--- src/hdl/srt_pkg.sv ---
// Shared types and constants for the signed integer to radix text converter.
package srt_pkg;

    localparam int DATA_W       = 32;
    localparam int NUM_CELLS    = DATA_W;
    localparam int CNT_W        = $clog2(DATA_W);
    localparam int CHAR_W       = 8;
    localparam int ALPHA_CHARS  = 16;
    localparam int ALPHA_IDX_W  = $clog2(ALPHA_CHARS);
    localparam int RLEN_W       = 5;
    localparam int CFG_IDX_W    = 2;
    localparam int CFG_DATA_W   = 64;
    localparam int MAX_BASE_DEF = 16;
    localparam int MIN_RADIX    = 2;

    localparam logic [CHAR_W-1:0] CHAR_MINUS = 8'h2D;
    localparam logic [CHAR_W-1:0] CHAR_PLUS  = 8'h2B;

    typedef enum logic [CFG_IDX_W-1:0] {
        CFG_ALPHA_LOW  = 2'd0,
        CFG_ALPHA_HIGH = 2'd1,
        CFG_RADIX_LEN  = 2'd2
    } cfg_reg_t;

    // Token passed from one digit cell to the next.
    typedef struct packed {
        logic valid;
        logic first;
        logic last;
        logic carry;
        logic neg;
    } tok_t;

endpackage

--- src/hdl/srt_feed.sv ---
// Input stage: takes a value and shifts its magnitude into the cell chain, MSB first.
module srt_feed (
    input  logic                        clk,
    input  logic                        rst_n,
    input  logic                        adv,
    input  logic                        s_axis_tvalid,
    output logic                        s_axis_tready,
    input  logic [srt_pkg::DATA_W-1:0]  s_axis_tdata,
    output srt_pkg::tok_t               tok
);
    import srt_pkg::*;

    localparam logic [CNT_W-1:0] LAST_CNT = CNT_W'(DATA_W - 1);

    logic              busy_reg, busy_next;
    logic [CNT_W-1:0]  cnt_reg, cnt_next;
    logic [DATA_W-1:0] sh_reg, sh_next;
    logic              neg_reg, neg_next;
    logic              accept;
    logic              in_neg;

    assign s_axis_tready = adv && (!busy_reg || cnt_reg == LAST_CNT);
    assign accept        = s_axis_tvalid && s_axis_tready;
    assign in_neg        = s_axis_tdata[DATA_W-1];

    always_comb
    begin
        busy_next = busy_reg;
        cnt_next  = cnt_reg;
        sh_next   = sh_reg;
        neg_next  = neg_reg;
        if (accept)
        begin
            busy_next = 1'b1;
            cnt_next  = '0;
            sh_next   = in_neg ? (DATA_W'(0) - s_axis_tdata) : s_axis_tdata;
            neg_next  = in_neg;
        end
        else if (adv && busy_reg)
        begin
            sh_next  = {sh_reg[DATA_W-2:0], 1'b0};
            cnt_next = cnt_reg + CNT_W'(1);
            if (cnt_reg == LAST_CNT)
            begin
                busy_next = 1'b0;
            end
        end
    end

    always_ff @(posedge clk or negedge rst_n)
    begin
        if (!rst_n)
        begin
            busy_reg <= 1'b0;
            cnt_reg  <= '0;
        end
        else
        begin
            busy_reg <= busy_next;
            cnt_reg  <= cnt_next;
        end
    end

    always_ff @(posedge clk)
    begin
        sh_reg  <= sh_next;
        neg_reg <= neg_next;
    end

    assign tok.valid = busy_reg;
    assign tok.first = (cnt_reg == '0);
    assign tok.last  = (cnt_reg == LAST_CNT);
    assign tok.carry = sh_reg[DATA_W-1];
    assign tok.neg   = neg_reg;

endmodule

--- src/hdl/srt_cell.sv ---
// One digit cell: doubles its digit, adds the incoming carry and reduces by the radix.
module srt_cell #(
    parameter int DW = 4
) (
    input  logic            clk,
    input  logic            rst_n,
    input  logic            adv,
    input  logic [DW:0]     radix,
    input  srt_pkg::tok_t   tok_in,
    output srt_pkg::tok_t   tok_out,
    output logic [DW-1:0]   cap
);
    import srt_pkg::*;

    logic [DW-1:0] d_reg, d_next;
    logic [DW-1:0] cap_reg, cap_next;
    tok_t          tok_reg, tok_next;
    logic [DW:0]   v;
    logic [DW:0]   red;
    logic          ge;

    // The doubled digit plus carry stays below twice the radix, so one subtract is enough.
    assign v   = tok_in.first ? {{DW{1'b0}}, tok_in.carry} : {d_reg, tok_in.carry};
    assign ge  = (v >= radix);
    assign red = ge ? (v - radix) : v;

    always_comb
    begin
        d_next   = d_reg;
        cap_next = cap_reg;
        tok_next = tok_reg;
        if (adv)
        begin
            tok_next.valid = tok_in.valid;
            tok_next.first = tok_in.first;
            tok_next.last  = tok_in.last;
            tok_next.carry = ge;
            tok_next.neg   = tok_in.neg;
            if (tok_in.valid)
            begin
                d_next = red[DW-1:0];
                if (tok_in.last)
                begin
                    cap_next = red[DW-1:0];
                end
            end
        end
    end

    always_ff @(posedge clk or negedge rst_n)
    begin
        if (!rst_n)
        begin
            tok_reg <= '0;
        end
        else
        begin
            tok_reg <= tok_next;
        end
    end

    always_ff @(posedge clk)
    begin
        d_reg   <= d_next;
        cap_reg <= cap_next;
    end

    assign tok_out = tok_reg;
    assign cap     = cap_reg;

endmodule

--- src/hdl/srt_emit.sv ---
// Output stage: checks the alphabet, drops leading zeros and sends one character per word.
module srt_emit #(
    parameter int MAX_BASE = srt_pkg::MAX_BASE_DEF,
    parameter int DW       = 4
) (
    input  logic                                      clk,
    input  logic                                      rst_n,
    input  logic [srt_pkg::CFG_DATA_W-1:0]            alpha_low,
    input  logic [srt_pkg::CFG_DATA_W-1:0]            alpha_high,
    input  logic [srt_pkg::RLEN_W-1:0]                radix_length,
    input  logic                                      done,
    input  logic                                      done_neg,
    input  logic [srt_pkg::NUM_CELLS-1:0][DW-1:0]     caps,
    output logic                                      emit_free,
    output logic                                      m_axis_tvalid,
    input  logic                                      m_axis_tready,
    output logic [srt_pkg::CHAR_W-1:0]                m_axis_tdata,
    output logic                                      m_axis_tlast
);
    import srt_pkg::*;

    localparam int IDX_W = $clog2(NUM_CELLS);
    localparam logic [IDX_W-1:0] TOP_IDX = IDX_W'(NUM_CELLS - 1);

    logic [ALPHA_CHARS-1:0][CHAR_W-1:0] chars;
    logic                               ok_reg, ok_next;
    logic                               busy_reg, busy_next;
    logic                               sign_reg, sign_next;
    logic                               started_reg, started_next;
    logic [IDX_W-1:0]                   idx_reg, idx_next;
    logic [NUM_CELLS-1:0][DW-1:0]       buf_reg, buf_next;
    logic                               ovalid_reg, ovalid_next;
    logic [CHAR_W-1:0]                  ochar_reg, ochar_next;
    logic                               olast_reg, olast_next;
    logic [DW-1:0]                      top;
    logic                               slot;
    logic                               skip;
    logic                               emit_sign;
    logic                               emit_dig;
    logic                               finish;
    logic                               load;

    assign chars = {alpha_high, alpha_low};

    // Registered alphabet check; user changes configuration only while idle, unenforced.
    always_comb
    begin
        ok_next = (radix_length >= RLEN_W'(MIN_RADIX)) && (radix_length <= RLEN_W'(MAX_BASE));
        for (int i = 0; i < MAX_BASE; i++)
        begin
            if (RLEN_W'(i) < radix_length)
            begin
                if (chars[i] == CHAR_PLUS || chars[i] == CHAR_MINUS)
                begin
                    ok_next = 1'b0;
                end
                for (int j = i + 1; j < MAX_BASE; j++)
                begin
                    if (RLEN_W'(j) < radix_length && chars[j] == chars[i])
                    begin
                        ok_next = 1'b0;
                    end
                end
            end
        end
    end

    assign top       = buf_reg[NUM_CELLS-1];
    assign slot      = !ovalid_reg || m_axis_tready;
    assign skip      = busy_reg && !sign_reg && !started_reg && top == '0 && idx_reg != '0;
    assign emit_sign = busy_reg && sign_reg && slot;
    assign emit_dig  = busy_reg && !sign_reg && !skip && slot;
    assign finish    = emit_dig && idx_reg == '0;
    assign emit_free = !busy_reg || finish;
    assign load      = done && emit_free && ok_reg;

    always_comb
    begin
        busy_next    = busy_reg;
        sign_next    = sign_reg;
        started_next = started_reg;
        idx_next     = idx_reg;
        buf_next     = buf_reg;
        if (load)
        begin
            busy_next    = 1'b1;
            sign_next    = done_neg;
            started_next = 1'b0;
            idx_next     = TOP_IDX;
            buf_next     = caps;
        end
        else if (finish)
        begin
            busy_next = 1'b0;
        end
        else
        begin
            if (emit_sign)
            begin
                sign_next = 1'b0;
            end
            if (skip || emit_dig)
            begin
                buf_next     = {buf_reg[NUM_CELLS-2:0], {DW{1'b0}}};
                idx_next     = idx_reg - IDX_W'(1);
                started_next = started_reg || emit_dig;
            end
        end
    end

    always_comb
    begin
        ovalid_next = ovalid_reg;
        ochar_next  = ochar_reg;
        olast_next  = olast_reg;
        if (emit_sign)
        begin
            ovalid_next = 1'b1;
            ochar_next  = CHAR_MINUS;
            olast_next  = 1'b0;
        end
        else if (emit_dig)
        begin
            ovalid_next = 1'b1;
            ochar_next  = chars[ALPHA_IDX_W'(top)];
            olast_next  = finish;
        end
        else if (m_axis_tready)
        begin
            ovalid_next = 1'b0;
        end
    end

    always_ff @(posedge clk or negedge rst_n)
    begin
        if (!rst_n)
        begin
            ok_reg     <= 1'b0;
            busy_reg   <= 1'b0;
            ovalid_reg <= 1'b0;
        end
        else
        begin
            ok_reg     <= ok_next;
            busy_reg   <= busy_next;
            ovalid_reg <= ovalid_next;
        end
    end

    always_ff @(posedge clk)
    begin
        sign_reg    <= sign_next;
        started_reg <= started_next;
        idx_reg     <= idx_next;
        buf_reg     <= buf_next;
        ochar_reg   <= ochar_next;
        olast_reg   <= olast_next;
    end

    assign m_axis_tvalid = ovalid_reg;
    assign m_axis_tdata  = ochar_reg;
    assign m_axis_tlast  = olast_reg;

endmodule

--- src/hdl/signed_int_to_radix_text_core.sv ---
// Top level of the signed integer to radix text converter.
//
// Input stream (s_axis): one word per value, tdata = value (signed 32 bits).
// Output stream (m_axis): one word per character, tdata = out_char, tlast = is_last.
// A negative value starts with '-', then the digits follow, most significant first.
// Configuration: cfg_index 0 and 1 load the two 64-bit halves of the digit alphabet,
// index 2 loads the radix length; cfg_ready is always high. An invalid alphabet
// (length below 2 or above MAX_BASE, a sign character, or a repeated character)
// swallows values and sends nothing.
// The magnitude enters a row of 32 digit cells one bit per cycle, MSB first, while
// the row advances; each cell doubles its digit, adds the carry from its lower
// neighbor and passes the new carry up one cell per cycle. The feed takes a new
// value only when idle or while it shifts in the last bit of the one before; the
// output stage drops leading zeros one per cycle, sends the sign first and takes
// the next finished value as it sends the last digit of the one before. The first
// digit appears once the value has left the row and its leading zeros are gone.
// A stalled receiver holds the output register; once the next finished value
// cannot enter the output stage, the whole cell row and the input stall.
// Reset empties the row and the output stage and clears the configuration.
module signed_int_to_radix_text_core #(
    parameter int MAX_BASE = srt_pkg::MAX_BASE_DEF
) (
    input  logic                            clk,
    input  logic                            rst_n,
    input  logic                            s_axis_tvalid,
    output logic                            s_axis_tready,
    input  logic [srt_pkg::DATA_W-1:0]      s_axis_tdata,   // [31:0] value
    output logic                            m_axis_tvalid,
    input  logic                            m_axis_tready,
    output logic [srt_pkg::CHAR_W-1:0]      m_axis_tdata,   // [7:0] out_char
    output logic                            m_axis_tlast,
    input  logic                            cfg_valid,
    output logic                            cfg_ready,
    input  logic [srt_pkg::CFG_IDX_W-1:0]   cfg_index,
    input  logic [srt_pkg::CFG_DATA_W-1:0]  cfg_data
);
    import srt_pkg::*;

    localparam int DW = (MAX_BASE > 2) ? $clog2(MAX_BASE) : 1;

    logic [CFG_DATA_W-1:0]        alpha_low_reg, alpha_low_next;
    logic [CFG_DATA_W-1:0]        alpha_high_reg, alpha_high_next;
    logic [RLEN_W-1:0]            radix_reg, radix_next;
    tok_t                         tok [NUM_CELLS+1];
    logic [NUM_CELLS-1:0][DW-1:0] caps;
    logic                         adv;
    logic                         done;
    logic                         emit_free;

    assign cfg_ready = 1'b1;

    always_comb
    begin
        alpha_low_next  = alpha_low_reg;
        alpha_high_next = alpha_high_reg;
        radix_next      = radix_reg;
        if (cfg_valid)
        begin
            case (cfg_reg_t'(cfg_index))
                CFG_ALPHA_LOW:  alpha_low_next  = cfg_data;
                CFG_ALPHA_HIGH: alpha_high_next = cfg_data;
                CFG_RADIX_LEN:  radix_next      = cfg_data[RLEN_W-1:0];
                default:        ;
            endcase
        end
    end

    always_ff @(posedge clk or negedge rst_n)
    begin
        if (!rst_n)
        begin
            alpha_low_reg  <= '0;
            alpha_high_reg <= '0;
            radix_reg      <= '0;
        end
        else
        begin
            alpha_low_reg  <= alpha_low_next;
            alpha_high_reg <= alpha_high_next;
            radix_reg      <= radix_next;
        end
    end

    assign done = tok[NUM_CELLS].valid && tok[NUM_CELLS].last;
    assign adv  = !done || emit_free;

    srt_feed u_feed (
        .clk           (clk),
        .rst_n         (rst_n),
        .adv           (adv),
        .s_axis_tvalid (s_axis_tvalid),
        .s_axis_tready (s_axis_tready),
        .s_axis_tdata  (s_axis_tdata),
        .tok           (tok[0])
    );

    for (genvar k = 0; k < NUM_CELLS; k++)
    begin : g_cell
        srt_cell #(
            .DW (DW)
        ) u_cell (
            .clk     (clk),
            .rst_n   (rst_n),
            .adv     (adv),
            .radix   (radix_reg[DW:0]),
            .tok_in  (tok[k]),
            .tok_out (tok[k+1]),
            .cap     (caps[k])
        );
    end

    srt_emit #(
        .MAX_BASE (MAX_BASE),
        .DW       (DW)
    ) u_emit (
        .clk           (clk),
        .rst_n         (rst_n),
        .alpha_low     (alpha_low_reg),
        .alpha_high    (alpha_high_reg),
        .radix_length  (radix_reg),
        .done          (done),
        .done_neg      (tok[NUM_CELLS].neg),
        .caps          (caps),
        .emit_free     (emit_free),
        .m_axis_tvalid (m_axis_tvalid),
        .m_axis_tready (m_axis_tready),
        .m_axis_tdata  (m_axis_tdata),
        .m_axis_tlast  (m_axis_tlast)
    );

endmodule

--- config.mk ---
export PLATFORM = sky130hd
export DESIGN_NAME = signed_int_to_radix_text_core
export DESIGN_NICKNAME = d
export VERILOG_FILES = /design/src/hdl/srt_pkg.sv /design/src/hdl/srt_feed.sv /design/src/hdl/srt_cell.sv /design/src/hdl/srt_emit.sv /design/src/hdl/signed_int_to_radix_text_core.sv
export SDC_FILE = /design/constraint.sdc
export NUM_CORES = 2
export LEC_CHECK = 0
export BUFFER_PORTS_ARGS = -buffer_cell sky130_fd_sc_hd__clkbuf_2
export CAP_MARGIN = 15
export CORE_AREA = 2 2 403 405
export CTS_CLUSTER_DIAMETER = 200
export DETAILED_ROUTE_END_ITERATION = 6
export DIE_AREA = 0 0 405 407
export HOLD_SLACK_MARGIN = 0.15
export PLACE_DENSITY = 0.52
export SLEW_MARGIN = 20
export SYNTH_ARGS = -nofsm -noshare
export SYNTH_HDL_FRONTEND = slang
export SYNTH_SLANG_ARGS = --single-unit
--- constraint.sdc ---
create_clock -name clk -period 5 [get_ports clk]
set_input_delay 0.5 -clock clk [delete_from_list [all_inputs] [get_ports clk]]
set_output_delay 0.5 -clock clk [all_outputs]
set_load 0.01 [all_outputs]
# After elaboration in Yosys (flattened, before gate mapping)
# Index checks and enable logic that the tools add are counted.
[totals]
reg_bits = 733
inputBits = 103
out_inout_bits = 12
word_cells = 996
[op_classes]
add_sub_neg = 35
n_lt_le_gt_ge = 51
eq_ne = 156
mux = 237
n_bitwise = 1
reduce_logical = 247
[op_table]
columns = ["operator", "n"]
rows = [
  ["equality test 8 bit", 120],
  ["two-way mux 128 bit", 3],
  ["equality test 8 x 6 -> 1 bit, second input constant", 32],
  ["two-way mux 5 bit", 34],
  ["two-way mux 1 bit", 163],
  [">= comparator 5 bit", 32],
  ["logical AND 1 bit", 136],
  ["two-way mux 4 bit", 32],
  ["subtractor 4 bit", 32],
  ["two-way mux 32 bit", 3],
  ["AND reduction 3 bit", 32],
  ["AND reduction 2 bit", 39],
  ["less-than comparator 4 x 5 -> 1 bit, first input constant", 8],
  ["binary-select mux 8 bit (select 4 bit)", 1],
  ["subtractor 1 x 32 -> 32 bit, first input constant", 1],
  ["logical OR 1 bit", 22],
  ["less-than comparator 3 x 5 -> 1 bit, first input constant", 4],
  ["zero test 5 bit", 2],
  ["less-than comparator 1 x 5 -> 1 bit, first input constant", 2],
  ["less-than comparator 2 x 5 -> 1 bit, first input constant", 2],
  ["nonzero test 2 bit", 5],
  ["two-way mux 8 bit", 1],
  ["zero test 1 bit", 7],
  ["adder 5 x 1 -> 5 bit, second input constant", 1],
  ["13 further kinds", 13],
]

# Longest topological paths before layout
[depth]
depth_word = 154
ltp_mapped = 13
ltp_nobuf = 13

# Hierarchy
# A second synthesis with hierarchy kept.
[unflattened]
cells_unflattened = 4778
area_unflattened_um2 = 50667.3
[by_module_without_submodules]
columns = ["mod", "instances", "cells_per_inst", "area_each_um2"]
rows = [
  ["srt_cell at g_cell[12].u_cell ...", 28, 58, 719.4],
  ["srt_emit", 1, 2378, 19774.0],
  ["signed_int_to_radix_text_core", 1, 287, 5383.9],
  ["srt_cell at g_cell[0].u_cell ...", 4, 59, 721.9],
  ["srt_feed", 1, 253, 2477.4],
]

# Least setup slack after synthesis
# Ideal clock, no wire load.
[synth_path]
path_type = "reg-to-reg"
start = "reg u_emit.idx_reg[0]"
end = "reg u_emit.buf_reg[0] (netlist name) (enable)"
setup_time_ps = 492
arrival_ps = 4584
required_time_ps = 4508
slack_ps = -75
stages_incl_launch_ff = 11
path_buffers = 3
cell_sequence = "dfxtp_1 > inv_1 > ha_1 > or4b_4 > nor3_2 > nand2b_1 > nand2b_1 > clkbuf_1 > clkbuf_1 > clkbuf_1 > nand2_1"
[synth_between]
elab_chain_len = 11
elab_cells_between_ends = 14
cone_classes = "eq/ne (1); reduce/logical (13)"
[synth_rtl]
columns = ["item", "line_no", "source"]
rows = [
  ["start: declaration", "srt_emit.sv:30", "logic [IDX_W-1:0] idx_reg, idx_next;"],
  ["start signal: assignment", "srt_emit.sv:154", "idx_reg <= idx_next;"],
  ["nonzero test 5 bit", "srt_emit.sv:70", "assign skip = busy_reg && !sign_reg && !started_reg && top == '0 && idx_reg != '0;"],
  ["logical AND 1 bit", "srt_emit.sv:70", ""],
  ["zero test 1 bit", "srt_emit.sv:72", "assign emit_dig = busy_reg && !sign_reg && !skip && slot;"],
  ["logical AND 1 bit (2 in a row)", "srt_emit.sv:72", ""],
  ["logical AND 1 bit", "srt_emit.sv:73", "assign finish = emit_dig && idx_reg == '0;"],
  ["logical OR 1 bit", "srt_emit.sv:74", "assign emit_free = !busy_reg || finish;"],
  ["logical AND 1 bit (2 in a row)", "srt_emit.sv:75", "assign load = done && emit_free && ok_reg;"],
  ["!= test 2 bit (no line) or nonzero test 2 bit (tied branches)", "--", ""],
  ["AND reduction 2 bit (no line) *", "--", ""],
  ["end signal: assignment", "srt_emit.sv:155", "buf_reg <= buf_next;"],
  ["end: declaration", "srt_emit.sv:31", "logic [NUM_CELLS-1:0][DW-1:0] buf_reg, buf_next;"],
]
# Mark *: on every way between the ends. The rest lies on a longest branch, timed or not.
# A chain may end at the register's enable or synchronous reset.

# Worst setup path after layout
[layout_path]
start = "reg u_emit.buf_reg (netlist bit u_emit.top[2])"
end = "reg u_emit.buf_reg[59] (netlist name) (enable)"
[layout_between]
elab_chain_len = 12
elab_cells_between_ends = 14
cone_classes = "eq/ne (1); reduce/logical (13)"
[layout_rtl]
columns = ["item", "line_no"]
rows = [
  ["zero test 4 bit *", "srt_emit.sv:70"],
  ["logical AND 1 bit * (2 in a row)", "srt_emit.sv:70"],
  ["zero test 1 bit", "srt_emit.sv:72"],
  ["logical AND 1 bit (2 in a row)", "srt_emit.sv:72"],
  ["logical AND 1 bit", "srt_emit.sv:73"],
  ["logical OR 1 bit", "srt_emit.sv:74"],
  ["logical AND 1 bit (2 in a row)", "srt_emit.sv:75"],
  ["!= test 2 bit (no line) or nonzero test 2 bit (tied branches)", "--"],
  ["AND reduction 2 bit (no line) *", "--"],
]
# Marked as above.

==> metrics.txt <==
WL per Instance 22.59 µm; clock transition at the registers of the reported paths 60 ps; clock tree buffer depth 3; Crit. End Element flop; DR vias around 35k; Port Buffers 113; syn avg cell area 10.56 µm²; outcome finished clean; proportion of layout cells with a drive suffix above 1 0.1542; final setup violating endpoints 0; Final nets about 5k; Root Buffer clkbuf_16; yosys warns 0; top cell type by total area after synthesis edfxtp_1; Detail Route Antenna Nets 0; synth top area cells edfxtp_1 26%, dfrtp_1 16%, xnor2_1 15%, nand2_1 5.7%, mux2_2 5.4%; final cell count without fillers 6,812; mux cell area share after synthesis 0.08689; most frequent cells in the layout 818 x xnor2_1, 721 x nand2_1, 418 x edfxtp_1, 296 x dfrtp_1, 251 x xor2_1; Initial Utilization 0.2988; Post-synth top flop edfxtp_1; Largest register FFs 158; Synth Area in Compound Gates 0.04360; CTS tree yes; pwr dens 586.0 mW/mm²; Die X 405 µm; most common cell after layout, fill and taps aside xnor2_1; drt via density between 5 and 6; RSZ-0062 raised after global routing false; first drt pass iteration count 6; clock buffer count from CTS 81; Total Routed Length approximately 150 mm; Mapped Nets 4,832; Critical Path Start Type flop; synthesized flop and latch total 733; Critical Path AT 3850 ps; synthesized instance count 4,532; minimum clock period 3692 ps; final worst path period share 0.7385; DRC Markers 0; Layout area overhead 12.90%; Yosys cell types 70; DIE HEIGHT 407 µm; std cell rows 147; Async SR Flop Fraction 0.4093; vias in the first global route about 35k; Total GRT Usage 0.1852; antenna violations before repair 9; synthesized area approximately 0.048 mm²; Iter 0 DRT Violations ~3k; xor/xnor share of the synthesized area 0.1956; Pleak 0.02103 µW; post-synthesis simple-gate area fraction 0.1484; fill cell count 16.19k; Setup TNS Final 0 ps; die area ~0.16 mm²; H-tree levels 3; CTS Sinks 733; Req. time, crit path 5160 ps; I/O pin count 115; Synth top area share 0.2622; Pins Over Slew Limit 0; clk_lat worst skew 700 ps; Slew headroom 0.2380; Post-synth EDFFs 418; Least-Margin Pin Slew 1143 ps; crit path kind reg2reg; Worst Hold Class in2reg; largest net degree at the start of global routing 129; adder-cell area share of the yosys netlist 0.05652; detailed placement HPWL approximately 100 mm; total gr overflow 0; FMAX around 0.27 GHz; CP Max Fanout 128; sequential share of the synthesized area 0.4254; VDD IR-drop max 330.6 µV; max_cap viols 0; GPL Wtd Cong between 0.9 and 1; largest family of logic cells by synthesized area XOR/XNOR gates; DP Cell Count 6,592; first-pass GRT wire length 230.8 mm; clock skew 61.17 ps; final hold violations 0; CORE AREA about 0.16 mm²
[power breakdown]
group / internal [µW] / switching, µW / leakage [µW]
clock network: 3460 / 2600 / 0.00130
logic: 6790 / 7870 / 0.0120
registers: 9350 / 1590 / 0.00777
total: 19600 / 12100 / 0.0210
[routing by layer]
metal	routed length (µm)	share of wire	vias to the layer above	global-route usage
li1	-	-	15640	-
met1	67460	0.44	17180	0.2489
met2	67150	0.44	1334	0.2863
met3	11840	0.077	409	0.04113
met4	7361	0.048	8	0.07816
met5	53	0.00034	-	0
[cell families (layout without fill, tap and decap cells)]
family                     count (synthesis)  count (layout)
and+or+nand+nor                         1437            1437
xor gates and xnor gates                1069            1069
DFF                                      733             733
buffers and inverters                    455             574
muxes                                    342             342
AOI/OAI and AO/OA                        298             298
adders and majority gates                197             197
other                                      1               2
[worst paths after layout]
| check | depth (start not counted) | slack (ps) | startpoint | endpoint |
|---|---|---|---|---|
| max | 6 | 1310 | u_emit.top[2]$_DFFE_PP_ | u_emit.buf_reg[59]$_DFFE_PP_ |
| min | 3 | 210 | s_axis_tdata[29] | u_feed.sh_reg[29]$_DFFE_PP_ |
| max reg2reg | 6 | 1310 | u_emit.top[2]$_DFFE_PP_ | u_emit.buf_reg[59]$_DFFE_PP_ |
| min reg2reg | 2 | 460 | g_cell[31].u_cell.tok_out[0]$_DFFE_PN0N_ | g_cell[31].u_cell.tok_out[0]$_DFFE_PN0N_ |
| max in group asynchronous | 3 | 3340 | rst_n | alpha_low_reg[16]$_DFFE_PN0P_ |
| min in group asynchronous | 2 | 440 | rst_n | g_cell[0].u_cell.tok_out[4]$_DFFE_PN0N_ |
[critical path, cell delays in order, from the launching register on]
cell      delay (ps)
edfxtp_1         720
or4b_1           650
nor4_2           400
and2_1           240
nor4_2            60
o21ai_2          390
nand2_8          600
[Yosys cell counts, types with 5 or more instances]
cell	n
o21ai_1	6
nand2_1	723
and2_1	40
and3_1	35
nor4_1	68
nor2_1	24
ha_1	165
a211oi_1	5
a21o_1	95
or4_1	5
mux2i_1	78
mux4_2	36
xnor2_1	818
buf_1	10
clkbuf_1	85
dfxtp_1	15
edfxtp_1	418
nor4b_1	13
nand3_1	16
buf_2	269
nand2b_1	70
nand4_1	202
o31ai_1	9
a31oi_1	31
or3_1	5
o21ai_0	70
a41oi_1	6
fa_1	32
nor2b_1	131
a21oi_1	14
a31o_2	32
dfrtp_1	300
nor3_1	84
mux2_2	228
inv_1	85
o41ai_1	6
xor2_1	251
[what timing repair did]
| action | in CTS | in global routing |
|---|---|---|
| buffers inserted | 0 | 0 |
| hold endpoints to repair | 219 | 0 |
| hold buffers | 67 | 0 |
| resized for setup | 0 | 0 |
[metrics by stage]
step | worst slack (ps) | utilization | area (µm²) | total power [µW] | hold WS (ps)
finish | 1308 | 0.3373 | 54040 | 31670 | 210.2
global route | 1148 | 0.3373 | 54040 | 33790 | 203.6
CTS | 1332 | 0.3373 | 54030 | 31790 | 158.0
detailed placement | 1293 | 0.3163 | 50670 | 25480 | 449.5
global placement | 1397 | 0.3163 | 50670 | 25280 | 443.8
floorplan | 1049 | - | 47870 | 21620 | 204.4
[cell type report]
cell class,count,area [µm²],share of cell area
antenna,1,2.502,0.00004631
clock buffer,115,2226,0.04119
clock inverter,37,464.2,0.008590
inverter,85,319.1,0.005904
multi-input combinational,3344,25480,0.4715
sequential,733,20370,0.3769
tap,2160,2703,0.05001
timing repair buffer,337,2479,0.04587
(Power assumes the default switching activity.)
